===== src/rtl/core/alr_pkg.sv =====
// Shared widths, register indexes and the segment entry type of the line rasterizer.
package alr_pkg;

  localparam int COORD_W = 6;
  localparam int POS_W = 7;
  localparam int LEVEL_W = 8;
  localparam int COUNT_W = 6;

  localparam int COORD_BITS_DEFAULT = 6;
  localparam int FRAC_BITS_DEFAULT = 16;
  localparam int QUEUE_DEPTH_DEFAULT = 2;

  localparam int APB_DATA_W = 32;
  localparam int APB_ADDR_W = 3;
  localparam int REG_INDEX_LSB = 2;
  localparam logic REG_COUNT_STEPS_MODE = 1'b0;

  localparam int LEVEL_MAX = 255;

  typedef struct packed {
    logic               swapped;
    logic [COORD_W-1:0] maj_begin;
    logic [COORD_W-1:0] maj_end;
    logic [COORD_W-1:0] min_begin;
    logic [COORD_W-1:0] min_end;
    logic [COORD_W-1:0] dmaj;
    logic               dmin_neg;
    logic [COORD_W-1:0] dmin_mag;
  } seg_entry_t;

endpackage


===== src/rtl/core/alr_ifs.sv =====
// Handshake channels for segments in and pixel results out.
interface alr_seg_if;
  logic                       valid;
  logic                       ready;
  logic [alr_pkg::COORD_W-1:0] x_begin;
  logic [alr_pkg::COORD_W-1:0] y_begin;
  logic [alr_pkg::COORD_W-1:0] x_end;
  logic [alr_pkg::COORD_W-1:0] y_end;

  modport source (output valid, output x_begin, output y_begin, output x_end, output y_end,
                  input ready);
  modport sink (input valid, input x_begin, input y_begin, input x_end, input y_end,
                output ready);
endinterface

interface alr_pix_if;
  logic                        valid;
  logic                        ready;
  logic [alr_pkg::POS_W-1:0]   main_x;
  logic [alr_pkg::POS_W-1:0]   main_y;
  logic [alr_pkg::LEVEL_W-1:0] main_level;
  logic [alr_pkg::POS_W-1:0]   near_x;
  logic [alr_pkg::POS_W-1:0]   near_y;
  logic [alr_pkg::LEVEL_W-1:0] near_level;
  logic [alr_pkg::COUNT_W-1:0] step_count;
  logic                        last;

  modport source (output valid, output main_x, output main_y, output main_level,
                  output near_x, output near_y, output near_level, output step_count,
                  output last, input ready);
  modport sink (input valid, input main_x, input main_y, input main_level,
                input near_x, input near_y, input near_level, input step_count,
                input last, output ready);
endinterface


===== src/rtl/core/antialiased_line_rasterizer.sv =====
// Top level of the antialiased line rasterizer: APB mode register, front end, queue, back end.
//
//   channel   direction  payload                                    handshake
//   seg       in         x_begin y_begin x_end y_end                valid/ready
//   pix       out        main_x/y/level near_x/y/level step_count   valid/ready
//                        last
//   apb       in/out     count_steps_mode at byte address 0         psel/penable/pready
//
// Per segment the back end pops it from the queue, runs the bit-serial slope divider and
// sets up the accumulator, then gives one result per cycle while the output is free in
// draw mode (dx+1 results, at least 2), or in count mode steps max(dx-1, 0) interior
// columns and then gives one result. The divider and the one-column stepper set its run time.
// Reset (rst, synchronous) clears the queue, the back-end state and output valid,
// and the mode register. A stalled result holds in the output register; the queue
// keeps taking segments from the front end while the back end is busy.
module antialiased_line_rasterizer #(
  parameter int COORD_BITS = alr_pkg::COORD_BITS_DEFAULT,
  parameter int FRAC_BITS = alr_pkg::FRAC_BITS_DEFAULT,
  parameter int QUEUE_DEPTH = alr_pkg::QUEUE_DEPTH_DEFAULT
) (
  input  logic                           clk,
  input  logic                           rst,
  alr_seg_if.sink                        seg,
  alr_pix_if.source                      pix,
  input  logic                           psel,
  input  logic                           penable,
  input  logic                           pwrite,
  input  logic [alr_pkg::APB_ADDR_W-1:0] paddr,
  input  logic [alr_pkg::APB_DATA_W-1:0] pwdata,
  output logic [alr_pkg::APB_DATA_W-1:0] prdata,
  output logic                           pready
);

  localparam int DW = alr_pkg::APB_DATA_W;

  logic                count_mode;
  logic                reg_sel;
  logic                q_push;
  logic                q_full;
  logic                q_pop;
  logic                q_empty;
  alr_pkg::seg_entry_t q_in;
  alr_pkg::seg_entry_t q_out;

  // Decode on the word index only; the byte-offset bits are don't-care.
  assign reg_sel = paddr[alr_pkg::REG_INDEX_LSB] == alr_pkg::REG_COUNT_STEPS_MODE;
  assign pready = 1'b1;
  assign prdata = reg_sel ? DW'(count_mode) : '0;

  // Users change mode only while the block is idle (unchecked); back end reads it directly.
  always_ff @(posedge clk) begin
    if (rst) begin
      count_mode <= 1'b0;
    end else if (psel && penable && pwrite && reg_sel) begin
      count_mode <= pwdata[0];
    end
  end

  // Front: classify the segment and push it into the queue.
  alr_front #(
    .COORD_BITS(COORD_BITS)
  ) u_front (
    .seg    (seg),
    .q_full (q_full),
    .q_push (q_push),
    .q_data (q_in)
  );

  // Queue: decouple segment intake from column generation.
  alr_queue #(
    .DEPTH(QUEUE_DEPTH)
  ) u_queue (
    .clk       (clk),
    .rst       (rst),
    .push      (q_push),
    .push_data (q_in),
    .full      (q_full),
    .pop       (q_pop),
    .pop_data  (q_out),
    .empty     (q_empty)
  );

  // Back: divide for the slope, then step the accumulator column by column.
  alr_back #(
    .FRAC_BITS(FRAC_BITS)
  ) u_back (
    .clk        (clk),
    .rst        (rst),
    .count_mode (count_mode),
    .q_empty    (q_empty),
    .q_data     (q_out),
    .q_pop      (q_pop),
    .pix        (pix)
  );

endmodule


===== src/rtl/core/alr_front.sv =====
// Front end: accept a segment, pick the major axis and order the endpoints.
module alr_front #(
  parameter int COORD_BITS = alr_pkg::COORD_BITS_DEFAULT
) (
  alr_seg_if.sink              seg,
  input  logic                 q_full,
  output logic                 q_push,
  output alr_pkg::seg_entry_t  q_data
);

  localparam int CW = alr_pkg::COORD_W;

  logic [COORD_BITS-1:0] xa, ya, xb, yb;
  logic [COORD_BITS-1:0] adx, ady;
  logic [COORD_BITS-1:0] a_maj, a_min, b_maj, b_min;
  logic [COORD_BITS-1:0] maj_begin, maj_end, min_begin, min_end;
  logic                  swapped;

  assign seg.ready = !q_full;
  assign q_push = seg.valid && !q_full;

  always_comb begin
    xa = seg.x_begin[COORD_BITS-1:0];
    ya = seg.y_begin[COORD_BITS-1:0];
    xb = seg.x_end[COORD_BITS-1:0];
    yb = seg.y_end[COORD_BITS-1:0];
    adx = (xb > xa) ? xb - xa : xa - xb;
    ady = (yb > ya) ? yb - ya : ya - yb;
    swapped = ady > adx;
    // steep: walk along y
    a_maj = swapped ? ya : xa;
    a_min = swapped ? xa : ya;
    b_maj = swapped ? yb : xb;
    b_min = swapped ? xb : yb;
    if (a_maj > b_maj) begin
      maj_begin = b_maj;
      min_begin = b_min;
      maj_end = a_maj;
      min_end = a_min;
    end else begin
      maj_begin = a_maj;
      min_begin = a_min;
      maj_end = b_maj;
      min_end = b_min;
    end
    q_data.swapped = swapped;
    q_data.maj_begin = CW'(maj_begin);
    q_data.maj_end = CW'(maj_end);
    q_data.min_begin = CW'(min_begin);
    q_data.min_end = CW'(min_end);
    q_data.dmaj = CW'(maj_end - maj_begin);
    q_data.dmin_neg = min_end < min_begin;
    q_data.dmin_mag = (min_end < min_begin) ? CW'(min_begin - min_end)
                                            : CW'(min_end - min_begin);
  end

endmodule


===== src/rtl/core/alr_queue.sv =====
// Short queue of classified segments between the front and back ends.
module alr_queue #(
  parameter int DEPTH = alr_pkg::QUEUE_DEPTH_DEFAULT
) (
  input  logic                clk,
  input  logic                rst,
  input  logic                push,
  input  alr_pkg::seg_entry_t push_data,
  output logic                full,
  input  logic                pop,
  output alr_pkg::seg_entry_t pop_data,
  output logic                empty
);

  localparam int PTR_W = (DEPTH > 1) ? $clog2(DEPTH) : 1;
  localparam int FILL_W = $clog2(DEPTH + 1);
  localparam logic [PTR_W-1:0] LAST_SLOT = PTR_W'(DEPTH - 1);

  alr_pkg::seg_entry_t slots [DEPTH];
  logic [PTR_W-1:0]  wr_ptr;
  logic [PTR_W-1:0]  rd_ptr;
  logic [FILL_W-1:0] fill;

  assign full = fill == FILL_W'(DEPTH);
  assign empty = fill == '0;
  assign pop_data = slots[rd_ptr];

  always_ff @(posedge clk) begin
    if (rst) begin
      wr_ptr <= '0;
      rd_ptr <= '0;
      fill <= '0;
    end else begin
      if (push) begin
        slots[wr_ptr] <= push_data;
        wr_ptr <= (wr_ptr == LAST_SLOT) ? '0 : wr_ptr + PTR_W'(1);
      end
      if (pop) begin
        rd_ptr <= (rd_ptr == LAST_SLOT) ? '0 : rd_ptr + PTR_W'(1);
      end
      if (push && !pop) begin
        fill <= fill + FILL_W'(1);
      end else if (pop && !push) begin
        fill <= fill - FILL_W'(1);
      end
    end
  end

`ifndef SYNTHESIS
  a_fill_bound: assert property (@(posedge clk) disable iff (rst)
    fill <= FILL_W'(DEPTH)) else $error("queue fill beyond depth");
  a_no_overflow: assert property (@(posedge clk) disable iff (rst)
    !(push && full)) else $error("push into full queue");
  a_no_underflow: assert property (@(posedge clk) disable iff (rst)
    !(pop && empty)) else $error("pop from empty queue");
`endif

endmodule


===== src/rtl/core/alr_back.sv =====
// Back end: bit-serial slope divide, then one column result per cycle unless the output stalls, or a step count.
module alr_back #(
  parameter int FRAC_BITS = alr_pkg::FRAC_BITS_DEFAULT
) (
  input  logic                clk,
  input  logic                rst,
  input  logic                count_mode,
  input  logic                q_empty,
  input  alr_pkg::seg_entry_t q_data,
  output logic                q_pop,
  alr_pix_if.source           pix
);

  localparam int F = FRAC_BITS;
  localparam int CW = alr_pkg::COORD_W;
  localparam int PW = alr_pkg::POS_W;
  localparam int LW = alr_pkg::LEVEL_W;
  localparam int NW = alr_pkg::COUNT_W;
  localparam int ACC_W = F + 8;
  localparam int CNT_W = $clog2(F + 1);
  localparam logic signed [ACC_W-1:0] ONE_FIX = {{(ACC_W-F-1){1'b0}}, 1'b1, {F{1'b0}}};
  localparam logic [LW-1:0] END_MAIN_LEVEL = LW'(alr_pkg::LEVEL_MAX / 2);

  typedef enum logic [2:0] {
    S_IDLE, S_DIV, S_SETUP, S_END_A, S_END_B, S_COL, S_CNT
  } state_t;

  state_t              state;
  alr_pkg::seg_entry_t ent;
  logic [F:0]          quo;
  logic [CW-1:0]       rem;
  logic [CNT_W-1:0]    div_cnt;
  logic signed [ACC_W-1:0] acc;
  logic signed [ACC_W-1:0] slope;
  logic [CW:0]         col;
  logic [CW:0]         steps;

  logic                out_free;
  logic                q0;
  logic [CW-1:0]       rem_init;
  logic [CW:0]         rem_dbl;
  logic                div_bit;
  logic [CW-1:0]       rem_step;
  logic signed [ACC_W-1:0] slope_next;
  logic signed [ACC_W-1:0] acc_start;
  logic signed [ACC_W-1:0] acc_sum;
  logic [CW:0]         maj_end_ext;
  logic                col_more;
  logic                col_last;
  logic [F-1:0]        frac;
  logic [F:0]          inv_frac;
  logic [F+8:0]        prod_main;
  logic [F+7:0]        prod_near;
  logic                emit_do;
  logic                emit_count;
  logic [PW-1:0]       em_maj;
  logic [PW-1:0]       em_min;
  logic [PW-1:0]       em_min1;
  logic [LW-1:0]       em_main_lvl;
  logic [LW-1:0]       em_near_lvl;
  logic                em_last;

  assign out_free = !pix.valid || pix.ready;
  assign q_pop = (state == S_IDLE) && !q_empty;

  always_comb begin
    q0 = q_data.dmin_mag >= q_data.dmaj;
    rem_init = q0 ? q_data.dmin_mag - q_data.dmaj : q_data.dmin_mag;
    rem_dbl = {rem, 1'b0};
    div_bit = rem_dbl >= {1'b0, ent.dmaj};
    rem_step = div_bit ? CW'(rem_dbl - {1'b0, ent.dmaj}) : CW'(rem_dbl);

    // ceil for rising lines, truncate toward zero for falling ones
    if (ent.dmaj == '0) begin
      slope_next = ONE_FIX;
    end else if (ent.dmin_neg) begin
      slope_next = -$signed(ACC_W'(quo));
    end else begin
      slope_next = $signed(ACC_W'(quo) + ACC_W'(rem != '0));
    end
    acc_start = $signed({{(ACC_W-CW-F){1'b0}}, ent.min_begin, {F{1'b0}}}) + slope_next;
    acc_sum = acc + slope;

    maj_end_ext = {1'b0, ent.maj_end};
    col_more = col < maj_end_ext;
    col_last = (col + (CW+1)'(1)) == maj_end_ext;

    frac = acc[F-1:0];
    inv_frac = {1'b1, {F{1'b0}}} - {1'b0, frac};
    prod_main = (F+9)'(inv_frac) * (F+9)'(alr_pkg::LEVEL_MAX);
    prod_near = (F+8)'(frac) * (F+8)'(alr_pkg::LEVEL_MAX);

    emit_count = 1'b0;
    em_maj = '0;
    em_min = '0;
    em_main_lvl = '0;
    em_near_lvl = '0;
    em_last = 1'b0;
    emit_do = 1'b0;
    case (state)
      S_END_A: begin
        emit_do = out_free;
        em_maj = PW'(ent.maj_begin);
        em_min = PW'(ent.min_begin);
        em_main_lvl = END_MAIN_LEVEL;
        em_last = ent.dmaj <= CW'(1);
      end
      S_END_B: begin
        emit_do = out_free;
        em_maj = PW'(ent.maj_end);
        em_min = PW'(ent.min_end);
        em_main_lvl = END_MAIN_LEVEL;
        em_last = ent.dmaj <= CW'(1);
      end
      S_COL: begin
        emit_do = out_free;
        em_maj = PW'(col);
        em_min = acc[F+PW-1:F];
        em_main_lvl = prod_main[F+7:F];
        em_near_lvl = prod_near[F+7:F];
        em_last = col_last;
      end
      S_CNT: begin
        emit_do = out_free && !col_more;
        emit_count = 1'b1;
        em_last = 1'b1;
      end
      default: begin
        emit_do = 1'b0;
      end
    endcase
    em_min1 = em_min + PW'(1);
  end

  always_ff @(posedge clk) begin
    if (rst) begin
      state <= S_IDLE;
      pix.valid <= 1'b0;
    end else begin
      if (emit_do) begin
        pix.valid <= 1'b1;
      end else if (pix.valid && pix.ready) begin
        pix.valid <= 1'b0;
      end
      if (emit_do) begin
        pix.last <= em_last;
        if (emit_count) begin
          pix.main_x <= '0;
          pix.main_y <= '0;
          pix.near_x <= '0;
          pix.near_y <= '0;
          pix.main_level <= '0;
          pix.near_level <= '0;
          pix.step_count <= steps[NW-1:0];
        end else begin
          pix.main_x <= ent.swapped ? em_min : em_maj;
          pix.main_y <= ent.swapped ? em_maj : em_min;
          pix.near_x <= ent.swapped ? em_min1 : em_maj;
          pix.near_y <= ent.swapped ? em_maj : em_min1;
          pix.main_level <= em_main_lvl;
          pix.near_level <= em_near_lvl;
          pix.step_count <= '0;
        end
      end

      case (state)
        S_IDLE: begin
          if (!q_empty) begin
            ent <= q_data;
            quo <= {{F{1'b0}}, q0};
            rem <= rem_init;
            div_cnt <= CNT_W'(F);
            state <= S_DIV;
          end
        end
        S_DIV: begin
          quo <= {quo[F-1:0], div_bit};
          rem <= rem_step;
          div_cnt <= div_cnt - CNT_W'(1);
          if (div_cnt == CNT_W'(1)) begin
            state <= S_SETUP;
          end
        end
        S_SETUP: begin
          slope <= slope_next;
          acc <= acc_start;
          col <= {1'b0, ent.maj_begin} + (CW+1)'(1);
          steps <= '0;
          state <= count_mode ? S_CNT : S_END_A;
        end
        S_END_A: begin
          if (out_free) begin
            state <= S_END_B;
          end
        end
        S_END_B: begin
          if (out_free) begin
            state <= (ent.dmaj <= CW'(1)) ? S_IDLE : S_COL;
          end
        end
        S_COL: begin
          if (out_free) begin
            acc <= acc_sum;
            col <= col + (CW+1)'(1);
            if (col_last) begin
              state <= S_IDLE;
            end
          end
        end
        S_CNT: begin
          if (col_more) begin
            steps <= steps + (CW+1)'(acc[ACC_W-1:F] != acc_sum[ACC_W-1:F]);
            acc <= acc_sum;
            col <= col + (CW+1)'(1);
          end else if (out_free) begin
            state <= S_IDLE;
          end
        end
        default: begin
          state <= S_IDLE;
        end
      endcase
    end
  end

`ifndef SYNTHESIS
  a_div_count: assert property (@(posedge clk) disable iff (rst)
    (state == S_DIV) |-> (div_cnt != '0)) else $error("divider ran past its last bit");
  a_rem_bound: assert property (@(posedge clk) disable iff (rst)
    (state == S_DIV && ent.dmaj != '0) |-> (rem < ent.dmaj))
    else $error("divider remainder not below divisor");
  a_col_bound: assert property (@(posedge clk) disable iff (rst)
    (state == S_COL) |-> (col < {1'b0, ent.maj_end}))
    else $error("interior column reached the end column");
`endif

endmodule


===== src/flat_wrapper.sv =====
// flat-port wrapper written by rule: the top's interface ports become plain ports
module antialiased_line_rasterizer_flat 
#(
  parameter int COORD_BITS = alr_pkg::COORD_BITS_DEFAULT,
  parameter int FRAC_BITS = alr_pkg::FRAC_BITS_DEFAULT,
  parameter int QUEUE_DEPTH = alr_pkg::QUEUE_DEPTH_DEFAULT
)
  (clk, rst, psel, penable, pwrite, paddr, pwdata, prdata, pready, seg_valid, seg_x_begin, seg_y_begin, seg_x_end, seg_y_end, seg_ready, pix_valid, pix_main_x, pix_main_y, pix_main_level, pix_near_x, pix_near_y, pix_near_level, pix_step_count, pix_last, pix_ready);
  alr_seg_if seg_i ();
  alr_pix_if pix_i ();
  input  logic clk;
  input  logic rst;
  input  logic psel;
  input  logic penable;
  input  logic pwrite;
  input  logic [alr_pkg::APB_ADDR_W-1:0] paddr;
  input  logic [alr_pkg::APB_DATA_W-1:0] pwdata;
  output logic [alr_pkg::APB_DATA_W-1:0] prdata;
  output logic pready;
  input wire logic [$bits(seg_i.valid)-1:0] seg_valid;
  input wire logic [$bits(seg_i.x_begin)-1:0] seg_x_begin;
  input wire logic [$bits(seg_i.y_begin)-1:0] seg_y_begin;
  input wire logic [$bits(seg_i.x_end)-1:0] seg_x_end;
  input wire logic [$bits(seg_i.y_end)-1:0] seg_y_end;
  output wire logic [$bits(seg_i.ready)-1:0] seg_ready;
  output wire logic [$bits(pix_i.valid)-1:0] pix_valid;
  output wire logic [$bits(pix_i.main_x)-1:0] pix_main_x;
  output wire logic [$bits(pix_i.main_y)-1:0] pix_main_y;
  output wire logic [$bits(pix_i.main_level)-1:0] pix_main_level;
  output wire logic [$bits(pix_i.near_x)-1:0] pix_near_x;
  output wire logic [$bits(pix_i.near_y)-1:0] pix_near_y;
  output wire logic [$bits(pix_i.near_level)-1:0] pix_near_level;
  output wire logic [$bits(pix_i.step_count)-1:0] pix_step_count;
  output wire logic [$bits(pix_i.last)-1:0] pix_last;
  input wire logic [$bits(pix_i.ready)-1:0] pix_ready;
  assign seg_i.valid = seg_valid;
  assign seg_i.x_begin = seg_x_begin;
  assign seg_i.y_begin = seg_y_begin;
  assign seg_i.x_end = seg_x_end;
  assign seg_i.y_end = seg_y_end;
  assign seg_ready = seg_i.ready;
  assign pix_valid = pix_i.valid;
  assign pix_main_x = pix_i.main_x;
  assign pix_main_y = pix_i.main_y;
  assign pix_main_level = pix_i.main_level;
  assign pix_near_x = pix_i.near_x;
  assign pix_near_y = pix_i.near_y;
  assign pix_near_level = pix_i.near_level;
  assign pix_step_count = pix_i.step_count;
  assign pix_last = pix_i.last;
  assign pix_i.ready = pix_ready;
  antialiased_line_rasterizer #(.COORD_BITS(COORD_BITS), .FRAC_BITS(FRAC_BITS), .QUEUE_DEPTH(QUEUE_DEPTH)) u_core (.clk(clk), .rst(rst), .seg(seg_i), .pix(pix_i), .psel(psel), .penable(penable), .pwrite(pwrite), .paddr(paddr), .pwdata(pwdata), .prdata(prdata), .pready(pready));
endmodule

===== config.mk =====
export PLATFORM = sky130hd
export DESIGN_NAME = antialiased_line_rasterizer_flat
export DESIGN_NICKNAME = d
export VERILOG_FILES = /design/src/rtl/core/alr_pkg.sv /design/src/rtl/core/alr_ifs.sv /design/src/rtl/core/antialiased_line_rasterizer.sv /design/src/rtl/core/alr_front.sv /design/src/rtl/core/alr_queue.sv /design/src/rtl/core/alr_back.sv /design/src/flat_wrapper.sv
export SDC_FILE = /design/constraint.sdc
export NUM_CORES = 1
export LEC_CHECK = 0
export ABC_AREA = 0
export BUFFER_PORTS_ARGS = -buffer_cell sky130_fd_sc_hd__buf_2
export CORE_MARGIN = 4
export CORE_UTILIZATION = 38
export DETAILED_ROUTE_END_ITERATION = 12
export PLACE_DENSITY_LB_ADDON = 0.12
export SLEW_MARGIN = 20
export SYNTH_ARGS = -nofsm -noshare
export SYNTH_HDL_FRONTEND = slang
export SYNTH_HIERARCHICAL = 1
export SYNTH_SLANG_ARGS = --single-unit

===== constraint.sdc =====
create_clock -name clk -period 8.75 [get_ports clk]
set_input_delay 0.4375 -clock clk [delete_from_list [all_inputs] [get_ports clk]]
set_output_delay 0.4375 -clock clk [all_outputs]
set_load 0.05 [all_outputs]

==> impl_metrics.py, run 1 <==
metrics = {
    "status": {
        "status": "finished clean",
    },
    "detailed_routing": {
        "vias": 15203,
        "first_iter_violations": 834,
        "dr.pass1.iters": 5,
        "wl_per_cell_um": 16.9,
        "wl_um": 51300,
        "vias_per_cell": 5.03,
        "route.detailed.drc": 0,
        "detail-route-antenna-nets": 0,
    },
    "sta": {
        "setup_ws_ns": 1.03,
        "period_needed_ns": 7.72,
        "slew_viol_final": 0,
        "final.setup_skew_ns": 0.0190,
        "hold_violations": 0,
        "fin_hold_ws_ns": 0.133,
        "setup-violations-final": 0,
        "fmax_mhz": 130,
        "setup_tns_ns": 0,
        "final.period_utilization_pct": 88.2,
        "tightest_slew_ns": 0.934,
        "slew_headroom_pct": 37.4,
        "rsz0062_at_grt": "no",
    },
    "clocking": {
        "cts_max_level": 1,
        "postCtsSetupBuffers": 0,
        "cts_tree": "built",
        "cts-resized-gates": 0,
        "clockBufferDepth": 3,
        "cts_made_buffers": 30,
        "clk_pin_slew_ns": 0.06,
        "cts.hold.buffers_added": 0,
        "clkLatencyLatePin_ns": 0.58,
        "cts_num_sinks": 257,
        "root_buffer": "clkbuf_16",
    },
    "power_and_ir_drop": {
        "p_per_area_mw_per_mm2": 368,
        "vdd_drop_max_uv": 270,
        "p_leak_nw": 10.6,
        "total_power_mw": 9.00,
    },
    "logic_synthesis": {
        "ys.flop_type": "edfxtp_1",
        "synth_warnings": 6,
        "async_reset_ff_share_pct": 0,
        "syn_avg_cell_area_um2": 10.3,
        "ys_types": 100,
        "ys_seq_elements": 257,
        "synth_cells": 2150,
        "synth_edf_count": 247,
        "netlist_area_mm2": 0.0222,
        "seq_area_frac_synth_pct": 34.3,
    },
    "placed_design": {
        "place_inst": 2967,
        "hpwl_um": 41100,
        "preCtsSetupSlack_ns": 0.460,
        "place.gp.congestion": 0.871,
        "placed_area_mm2": 0.0235,
        "port_buffers": 86,
    },
    "setup_path": {
        "crit_path_frequent_cell": "a21o_1",
        "crit_arrival_ns": 8.02,
        "endpoint_kind": "register",
        "crit_type": "in -> reg",
        "startpoint_type": "input pin",
        "crit_path_top_delay_cell": "fa_1",
        "cp_max_fo": 17,
        "crit_family": "compound AO/OA/AOI/OAI gates",
        "slowest_delay_ns": 0.45,
        "path_buf_inv": 5,
        "required_ns": 9.05,
    },
    "worst_hold_path": {
        "hp-class": "in -> reg",
    },
    "floorplanning": {
        "ios": 152,
        "die_h_um": 250,
        "die_area_mm2": 0.0625,
        "design.core.area_mm2": 0.0578,
        "rows": 88,
        "die_w_um": 250,
        "start_util_pct": 38.5,
    },
    "global_route": {
        "grtUsageTotal_pct": 16.0,
        "grt_pass1_wl_um": 82400,
        "antenna_found_initial": 1,
        "grt_pass1_vias": 15487,
        "grt_max_degree": 52,
        "overflow": 0,
    },
    "cells_and_area": {
        "finalInstanceArea_mm2": 0.0244,
        "fillCellCount": 5574,
        "layout_common_cells": "inv_1 (319), edfxtp_1 (247), ha_1 (206)",
        "nNetsFinal": 2645,
        "area_growth_syn_to_layout_pct": 9.95,
        "fin_cells": 3024,
        "layout-drive-gt1-share_pct": 11.3,
        "final_common_cell": "inv_1",
        "utilization_pct": 42.3,
    },
    "flow_run": {
        "cap_violations": 0,
    },
}
## logic make-up after synthesis
| family | synth area share [%] |
|---|---|
| AO/OA/AOI/OAI | 12.3 |
| adder cells (fa/ha/maj) | 24.3 |
| XOR/XNOR | 5.58 |
| AND/OR/NAND/NOR | 10.3 |
| other | 0.0338 |
| multiplexers | 5.40 |
| buffers and inverters | 7.75 |
| flip-flops | 34.3 |
## where the power goes
| part | internal (mW) | switching [mW] | leakage (nW) |
|---|---|---|---|
| combinational | 2.30 | 3.35 | 7.82 |
| sequential | 2.01 | 0.158 | 2.35 |
| clock | 0.685 | 0.499 | 0.450 |
| total | 4.99 | 4.01 | 10.6 |
## final timing paths
kind / start / to / slack [ns] / cells past startpoint
min: pwdata[0] / u_core/count_mode$_SDFFE_PP0P_ / 0.13 / 3
min reg2reg: u_core/u_queue/fill[1]$_SDFFE_PP0P_ / u_core/u_queue/fill[1]$_SDFFE_PP0P_ / 0.52 / 2
max reg2reg: u_core/u_back/acc[1]$_DFFE_PP_ / u_core/u_back/pix.main_level[6]$_SDFFCE_PP0P_ / 1.77 / 23
max: seg_x_end[0] / u_core/u_queue/slots[1][5]$_DFFE_PP_ / 1.03 / 36
## cell usage after synthesis, types with 15 or more instances
cell type | n | area (um^2)
a21o_1 | 53 | 398
mux2_2 | 46 | 518
nand2b_1 | 15 | 93.8
clkbuf_1 | 40 | 150
o21ai_0 | 54 | 270
xnor2_1 | 89 | 780
and3_1 | 19 | 119
xor2_1 | 45 | 394
nor2b_1 | 17 | 106
a21oi_1 | 160 | 801
nand3_1 | 36 | 180
ha_1 | 206 | 2580
nor2_1 | 144 | 541
nor3_1 | 27 | 135
edfxtp_1 | 247 | 7420
and2_1 | 30 | 188
a211oi_1 | 19 | 143
inv_1 | 319 | 1200
nand2_1 | 99 | 372
mux2i_1 | 63 | 631
buf_4 | 34 | 255
fa_1 | 139 | 2780
## metal layers
metal  vias up  track usage [%]  share of wire (%)
met2       232             27.4                 47
met4         2             2.65                1.3
li1       7553                -                  -
met5         -                0              0.025
met1      7368             22.2                 48
met3        48             2.13                3.6
## worst reg2reg max path, delay by kind of cell, from the launching register on
kind | cells | cell delay, ns
buffers and inverters | 5 | 0.64
xor gates and xnor gates | 1 | 0.48
AOI/OAI and AO/OA | 6 | 1.40
DFF | 1 | 0.53
adders and majority gates | 6 | 2.61
and+or+nand+nor | 5 | 1.03
## state kept, by name, summed over array words and instances (netlist names), 7 cells and up, named ones only
signal	flops
u_core/u_queue/slots	76
u_core/u_back/slope	24
u_core/u_back/acc	23
u_core/u_back/pix.near_x	7
u_core/u_back/pix.main_y	7
u_core/u_back/pix.main_level	8
u_core/u_back/quo	17
u_core/u_back/col	7
u_core/u_back/pix.near_y	7
u_core/u_back/ent	32
u_core/u_back/pix.near_level	8
u_core/u_back/pix.main_x	7
## cell type report
type | instances | area (um^2) | share of cell area (%)
inverter | 320 | 1200 | 4.92
clock inverter | 13 | 91.3 | 0.374
timing repair buffer | 117 | 663 | 2.71
clock buffer | 43 | 861 | 3.52
sequential | 257 | 7620 | 31.2
multi-input combinational | 1508 | 13100 | 53.4
antenna | 1 | 2.50 | 0.0102
tap | 765 | 957 | 3.92
No activity file was read; power rests on OpenSTA's default activity.
==> run 2, diff against run 1 <==
clock period = 7.9 ns   (was 8.75 ns; I/O delays follow)
==> impl_metrics.py, run 2 (same netlist as run 1, synthesis figures left out) <==
metrics = {
    "global_route": {
        "grt_pass1_vias": 15692,
        "grt_max_degree": 52,
        "grt_util_met3_pct": 1.70,
        "grtUsageTotal_pct": 16.6,
        "busiest_layer": "met2",
        "grt_pass1_wl_um": 85100,
        "antenna_found_initial": 0,
        "grt_use_met2_pct": 27.9,
        "overflow": 0,
        "use_met1_pct": 23.5,
    },
    "setup_path": {
        "startpoint_type": "input pin",
        "ff2ff_path_depth": 23,
        "crit_arrival_ns": 7.52,
        "required_ns": 8.18,
        "r2r_end": "u_core/u_back/pix.main_level[6]$_SDFFCE_PP0P_",
        "timing.rr.start": "u_core/u_back/acc[1]$_DFFE_PP_",
        "crit_type": "in -> reg",
        "regToRegSetupSlack_ns": 0.89,
        "endpoint_kind": "register",
        "crit_path_top_delay_cell": "fa_1",
        "crit_start": "seg_y_end[0]",
        "slowest_delay_ns": 0.46,
        "cp_max_fo": 6,
    },
    "detailed_routing": {
        "wl_per_cell_um": 17.2,
        "first_iter_violations": 887,
        "vias": 15365,
        "wl_um": 52500,
        "dr.pass1.iters": 5,
        "route.detailed.drc": 0,
        "detail-route-antenna-nets": 0,
        "vias_per_cell": 5.04,
    },
    "worst_hold_path": {
        "hp-class": "in -> reg",
        "hold_path_depth": 3,
        "min-delay-start": "pwdata[0]",
        "whs_endpoint": "u_core/count_mode$_SDFFE_PP0P_",
    },
    "sta": {
        "slew_headroom_pct": 34.1,
        "slew_viol_final": 0,
        "final.setup_skew_ns": 0.0326,
        "setup_tns_ns": 0,
        "final.period_utilization_pct": 91.6,
        "fin_hold_ws_ns": 0.0853,
        "hold_violations": 0,
        "setup-violations-final": 0,
        "period_needed_ns": 7.24,
        "setup_ws_ns": 0.665,
        "rsz0062_at_grt": "no",
        "tightest_slew_ns": 0.983,
        "fmax_mhz": 138,
    },
    "clocking": {
        "postCtsSetupBuffers": 0,
        "cts_made_buffers": 29,
        "root_buffer": "clkbuf_16",
        "clockBufferDepth": 3,
        "cts.hold.buffers_added": 0,
        "cts-resized-gates": 0,
        "clk_pin_slew_ns": 0.06,
        "cts_max_level": 1,
        "cts_num_sinks": 257,
        "clkLatencyLatePin_ns": 0.57,
        "cts_tree": "built",
    },
    "cells_and_area": {
        "final_common_cell": "inv_1",
        "diodes": 0,
        "top_register": "u_core/u_queue/slots",
        "top_regs": "u_core/u_queue/slots x76, u_core/u_back/ent x32, u_core/u_back/slope x24",
        "utilization_pct": 42.7,
        "layout_common_cells": "inv_1 (319), edfxtp_1 (247), ha_1 (206)",
        "largest_reg_flops": 76,
        "area_growth_syn_to_layout_pct": 10.9,
        "nNetsFinal": 2673,
        "layout-drive-gt1-share_pct": 12.2,
        "fillCellCount": 5600,
    },
    "power_and_ir_drop": {
        "vdd_drop_max_uv": 235,
        "p_per_area_mw_per_mm2": 414,
        "p_leak_nw": 10.8,
        "total_power_mw": 10.2,
    },
    "placed_design": {
        "hpwl_um": 42000,
        "port_buffers": 86,
        "place.gp.congestion": 0.893,
        "preCtsSetupSlack_ns": 0.177,
    },
    "floorplanning": {
        "die_area_mm2": 0.0625,
        "die_h_um": 250,
        "ios": 152,
        "rows": 88,
        "start_util_pct": 38.5,
        "design.core.area_mm2": 0.0578,
        "die_w_um": 250,
    },
    "status": {
        "status": "finished clean",
    },
    "flow_run": {
        "cap_violations": 0,
    },
}
## run 2: cell types whose count changed in the layout (fill, tap and decap cells not counted), sizes merged
cell and change:
diode -1, clkinvlp -4, buf +29, clkinv -2, clkbuf -1, bufinv +3
## run 2: routing by layer
layer / up-vias / part of all wire, %
met2: 219 / 48
li1: 7584 / -
met1: 7515 / 48
met3: 47 / 2.9
met5: - / 0
met4: 0 / 1.4
## run 2: cell type report
| type | count | area [um^2] | share of cell area, % |
|---|---|---|---|
| Timing Repair Buffer | 146 | 893 | 3.62 |
| Tap cell | 765 | 957 | 3.88 |
| Sequential cell | 257 | 7620 | 30.9 |
| Inverter | 320 | 1200 | 4.88 |
| Multi-Input combinational cell | 1508 | 13100 | 53.0 |
| Clock inverter | 10 | 126 | 0.512 |
| Clock buffer | 42 | 805 | 3.26 |
## run 2: power by group
part / internal (mW) / switching (mW) / total, mW
sequential: 2.22 / 0.163 / 2.39
clock: 0.798 / 0.533 / 1.33
combinational: 2.71 / 3.79 / 6.50
total: 5.73 / 4.49 / 10.2
## run 2: worst max-delay path by stage
| stage | endpoint | depth (start not counted) |
|---|---|---|
| after detailed placement | u_core/u_queue/slots[0][5]$_DFFE_PP_ | 38 |
| after floorplan | u_core/u_queue/slots[0][5]$_DFFE_PP_ | 40 |
| after CTS | u_core/u_queue/slots[1][5]$_DFFE_PP_ | 38 |
| after global placement | u_core/u_queue/slots[0][1]$_DFFE_PP_ | 36 |
| after global routing | u_core/u_queue/slots[1][5]$_DFFE_PP_ | 38 |
| final | u_core/u_queue/slots[1][5]$_DFFE_PP_ | 38 |
## run 2: critical path, delay by kind of cell
kind                       cells  cell delay, ns
AOI/OAI and AO/OA             17            2.73
buffers and inverters          7            0.79
and+or+nand+nor                4            0.68
adders and majority gates      5            1.69
xor gates and xnor gates       2            0.32
muxes                          3            0.89
## run 2: stage by stage
stage,instances,cell area (um^2)
finish,3048,24700
global route,3048,24700
CTS,3048,24700
detailed placement,2996,23700
global placement,2996,23700
floorplan,2180,22400
==> run 3, diff against run 2 <==
ABC_AREA = 1   (was 0)
CORE_UTILIZATION = 63   (was 38)
==> impl_metrics.py, run 3 <==
metrics = {
    "cells_and_area": {
        "multi_input_area_mm2": 0.0135,
        "diodes": 0,
        "final_common_cell": "inv_1",
        "top_regs": "u_core/u_queue/slots x76, u_core/u_back/ent x32, u_core/u_back/slope x24",
        "nNetsFinal": 3306,
        "layout_common_cells": "inv_1 (591), nand2_1 (581), edfxtp_1 (247)",
        "area_growth_syn_to_layout_pct": 7.32,
        "layout-drive-gt1-share_pct": 9.43,
        "largest_reg_flops": 76,
        "top_register": "u_core/u_queue/slots",
        "regArea_mm2": 0.00762,
        "fillCellCount": 3008,
    },
    "placed_design": {
        "port_buffers": 86,
        "hpwl_um": 44100,
        "place.gp.congestion": 0.949,
    },
    "worst_hold_path": {
        "hp-class": "in -> reg",
        "min-delay-start": "pwdata[0]",
        "hold_path_depth": 5,
    },
    "clocking": {
        "cts_num_sinks": 257,
        "cts-resized-gates": 0,
        "cts_max_level": 1,
        "postCtsSetupBuffers": 0,
        "cts_made_buffers": 29,
        "clkLatencyLatePin_ns": 0.56,
        "clockBufferDepth": 3,
        "root_buffer": "clkbuf_16",
        "cts_tree": "built",
        "clk_pin_slew_ns": 0.06,
        "cts.hold.buffers_added": 0,
    },
    "sta": {
        "tightest_slew_ns": 0.958,
        "period_needed_ns": 7.10,
        "final.setup_skew_ns": 0.0208,
        "rsz0062_at_grt": "no",
        "fmax_mhz": 141,
        "slew_headroom_pct": 36.1,
        "final.period_utilization_pct": 89.8,
        "slew_viol_final": 0,
        "setup_tns_ns": 0,
        "hold_violations": 0,
        "setup-violations-final": 0,
    },
    "logic_synthesis": {
        "synth_warnings": 6,
        "synth_edf_count": 247,
        "ys_seq_elements": 257,
        "seq_area_frac_synth_pct": 32.1,
        "yosysTopAreaCell": "edfxtp_1",
        "ys_top_cells_by_area": "edfxtp_1 (31%), fa_1 (12%), ha_1 (11%)",
        "syn_avg_cell_area_um2": 8.45,
        "ys.flop_type": "edfxtp_1",
        "ys_types": 66,
        "yosysMostFrequentCell": "inv_1",
        "async_reset_ff_share_pct": 0,
        "synth_cells": 2811,
        "netlist_area_mm2": 0.0237,
        "yosysTopAreaCellShare_pct": 31.2,
        "synth_common_cells": "inv_1 (592), nand2_1 (581), edfxtp_1 (247)",
    },
    "detailed_routing": {
        "vias_per_cell": 5.38,
        "detail-route-antenna-nets": 0,
        "vias": 18418,
        "route.detailed.drc": 0,
        "first_iter_violations": 1093,
        "wl_per_cell_um": 15.9,
        "dr.pass1.iters": 6,
        "wl_um": 54400,
    },
    "setup_path": {
        "startpoint_type": "input pin",
        "timing.rr.start": "u_core/u_back/acc[1]$_DFFE_PP_",
        "slowest_delay_ns": 0.63,
        "crit_arrival_ns": 7.40,
        "crit_start": "seg_y_end[0]",
        "crit_path_frequent_cell": "inv_1",
        "required_ns": 8.20,
        "cp_max_fo": 49,
        "endpoint_kind": "register",
        "crit_path_top_delay_cell": "o21ai_0",
        "crit_type": "in -> reg",
        "ff2ff_path_depth": 24,
    },
    "floorplanning": {
        "ios": 152,
        "die_w_um": 202,
        "start_util_pct": 64.4,
        "die_h_um": 202,
        "die_area_mm2": 0.0409,
        "design.core.area_mm2": 0.0369,
        "rows": 70,
    },
    "global_route": {
        "grt_pass1_vias": 18447,
        "grt_pass1_wl_um": 90300,
        "overflow": 0,
        "grtUsageTotal_pct": 26.7,
        "antenna_found_initial": 0,
        "grt_max_degree": 52,
    },
    "flow_run": {
        "cap_violations": 0,
    },
    "status": {
        "status": "finished clean",
    },
}
run 3: cell types whose count changed in the layout (fill, tap and decap cells not counted), sizes merged, moves of 17 or more:
| cell | before | now |
|---|---|---|
| xnor2 | 89 | 28 |
| nor2b | 17 | 0 |
| nand3 | 37 | 143 |
| o21ai | 69 | 163 |
| nand4 | 12 | 42 |
| and3 | 21 | 1 |
| mux2i | 63 | 7 |
| buf | 146 | 93 |
| a21oi | 163 | 112 |
| nand2 | 100 | 617 |
| inv | 321 | 605 |
| nor2 | 145 | 203 |
| a21o | 54 | 16 |
| and2 | 30 | 1 |
run 3: layout make-up:
type                            instances  share of cell area (%)
Sequential cell                       257                    29.9
Clock buffer                           37                    3.00
Clock inverter                         16                   0.717
Timing Repair Buffer                   93                    1.94
Inverter                              607                    8.98
Tap cell                              504                    2.47
Multi-Input combinational cell       1907                    53.0
run 3: routing by layer:
layer / track usage (%) / wire length, um / vias up
met3: 2.70 / 2540 / 92
met5: 0 / 0 / -
met1: 33.8 / 22400 / 8743
li1: - / - / 9118
met2: 48.6 / 27900 / 465
met4: 7.90 / 1600 / 0
run 3: worst max-delay path, delay by kind of cell:
| kind | cells | cell delay [ns] |
|---|---|---|
| AOI/OAI and AO/OA | 8 | 2.46 |
| and+or+nand+nor | 11 | 1.64 |
| adders and majority gates | 5 | 1.54 |
| buffers and inverters | 7 | 0.68 |
| muxes | 1 | 0.33 |
| xor gates and xnor gates | 2 | 0.31 |
run 3: cell families (layout without fill, tap and decap cells):
family / count (synthesis) / count (layout) / synth area share, %
buf+inv: 677 / 753 / 11.7
xor+xnor: 85 / 85 / 3.38
simple gates: 1047 / 1047 / 19.4
mux: 46 / 46 / 2.46
compound gates: 352 / 352 / 8.41
fa+ha+maj: 345 / 345 / 22.6
other cells: 2 / 32 / 0.0316
flops: 257 / 257 / 32.1
run 3: per-stage QoR:
stage	utilization, %	setup slack (ns)	hold slack (ns)	instances	instance area [um^2]
4_1_cts	69.1	0.974	0.161	3420	25500
3_3_place_gp	66.5	0.677	0.453	3367	24500
6_report	69.1	0.804	0.181	3421	25500
5_1_grt	69.1	0.291	0.206	3421	25500
3_5_place_dp	66.5	0.407	0.458	3367	24500
2_1_floorplan	-	1.39	0.438	2841	23900
run 3: worst paths after layout:
path,end,slack [ns]
worst max register to register,u_core/u_back/pix.main_level[7]$_SDFFCE_PP0P_,1.42
worst min-delay path,u_core/count_mode$_SDFFE_PP0P_,0.18
worst min register to register,u_core/u_queue/wr_ptr$_SDFFE_PP0P_,0.46
worst max-delay path,u_core/u_queue/slots[1][4]$_DFFE_PP_,0.80
Power of run 3 is left out: the tool's default activity adds up to more than one toggle a clock period on the data nets, which glitch-free logic cannot reach.
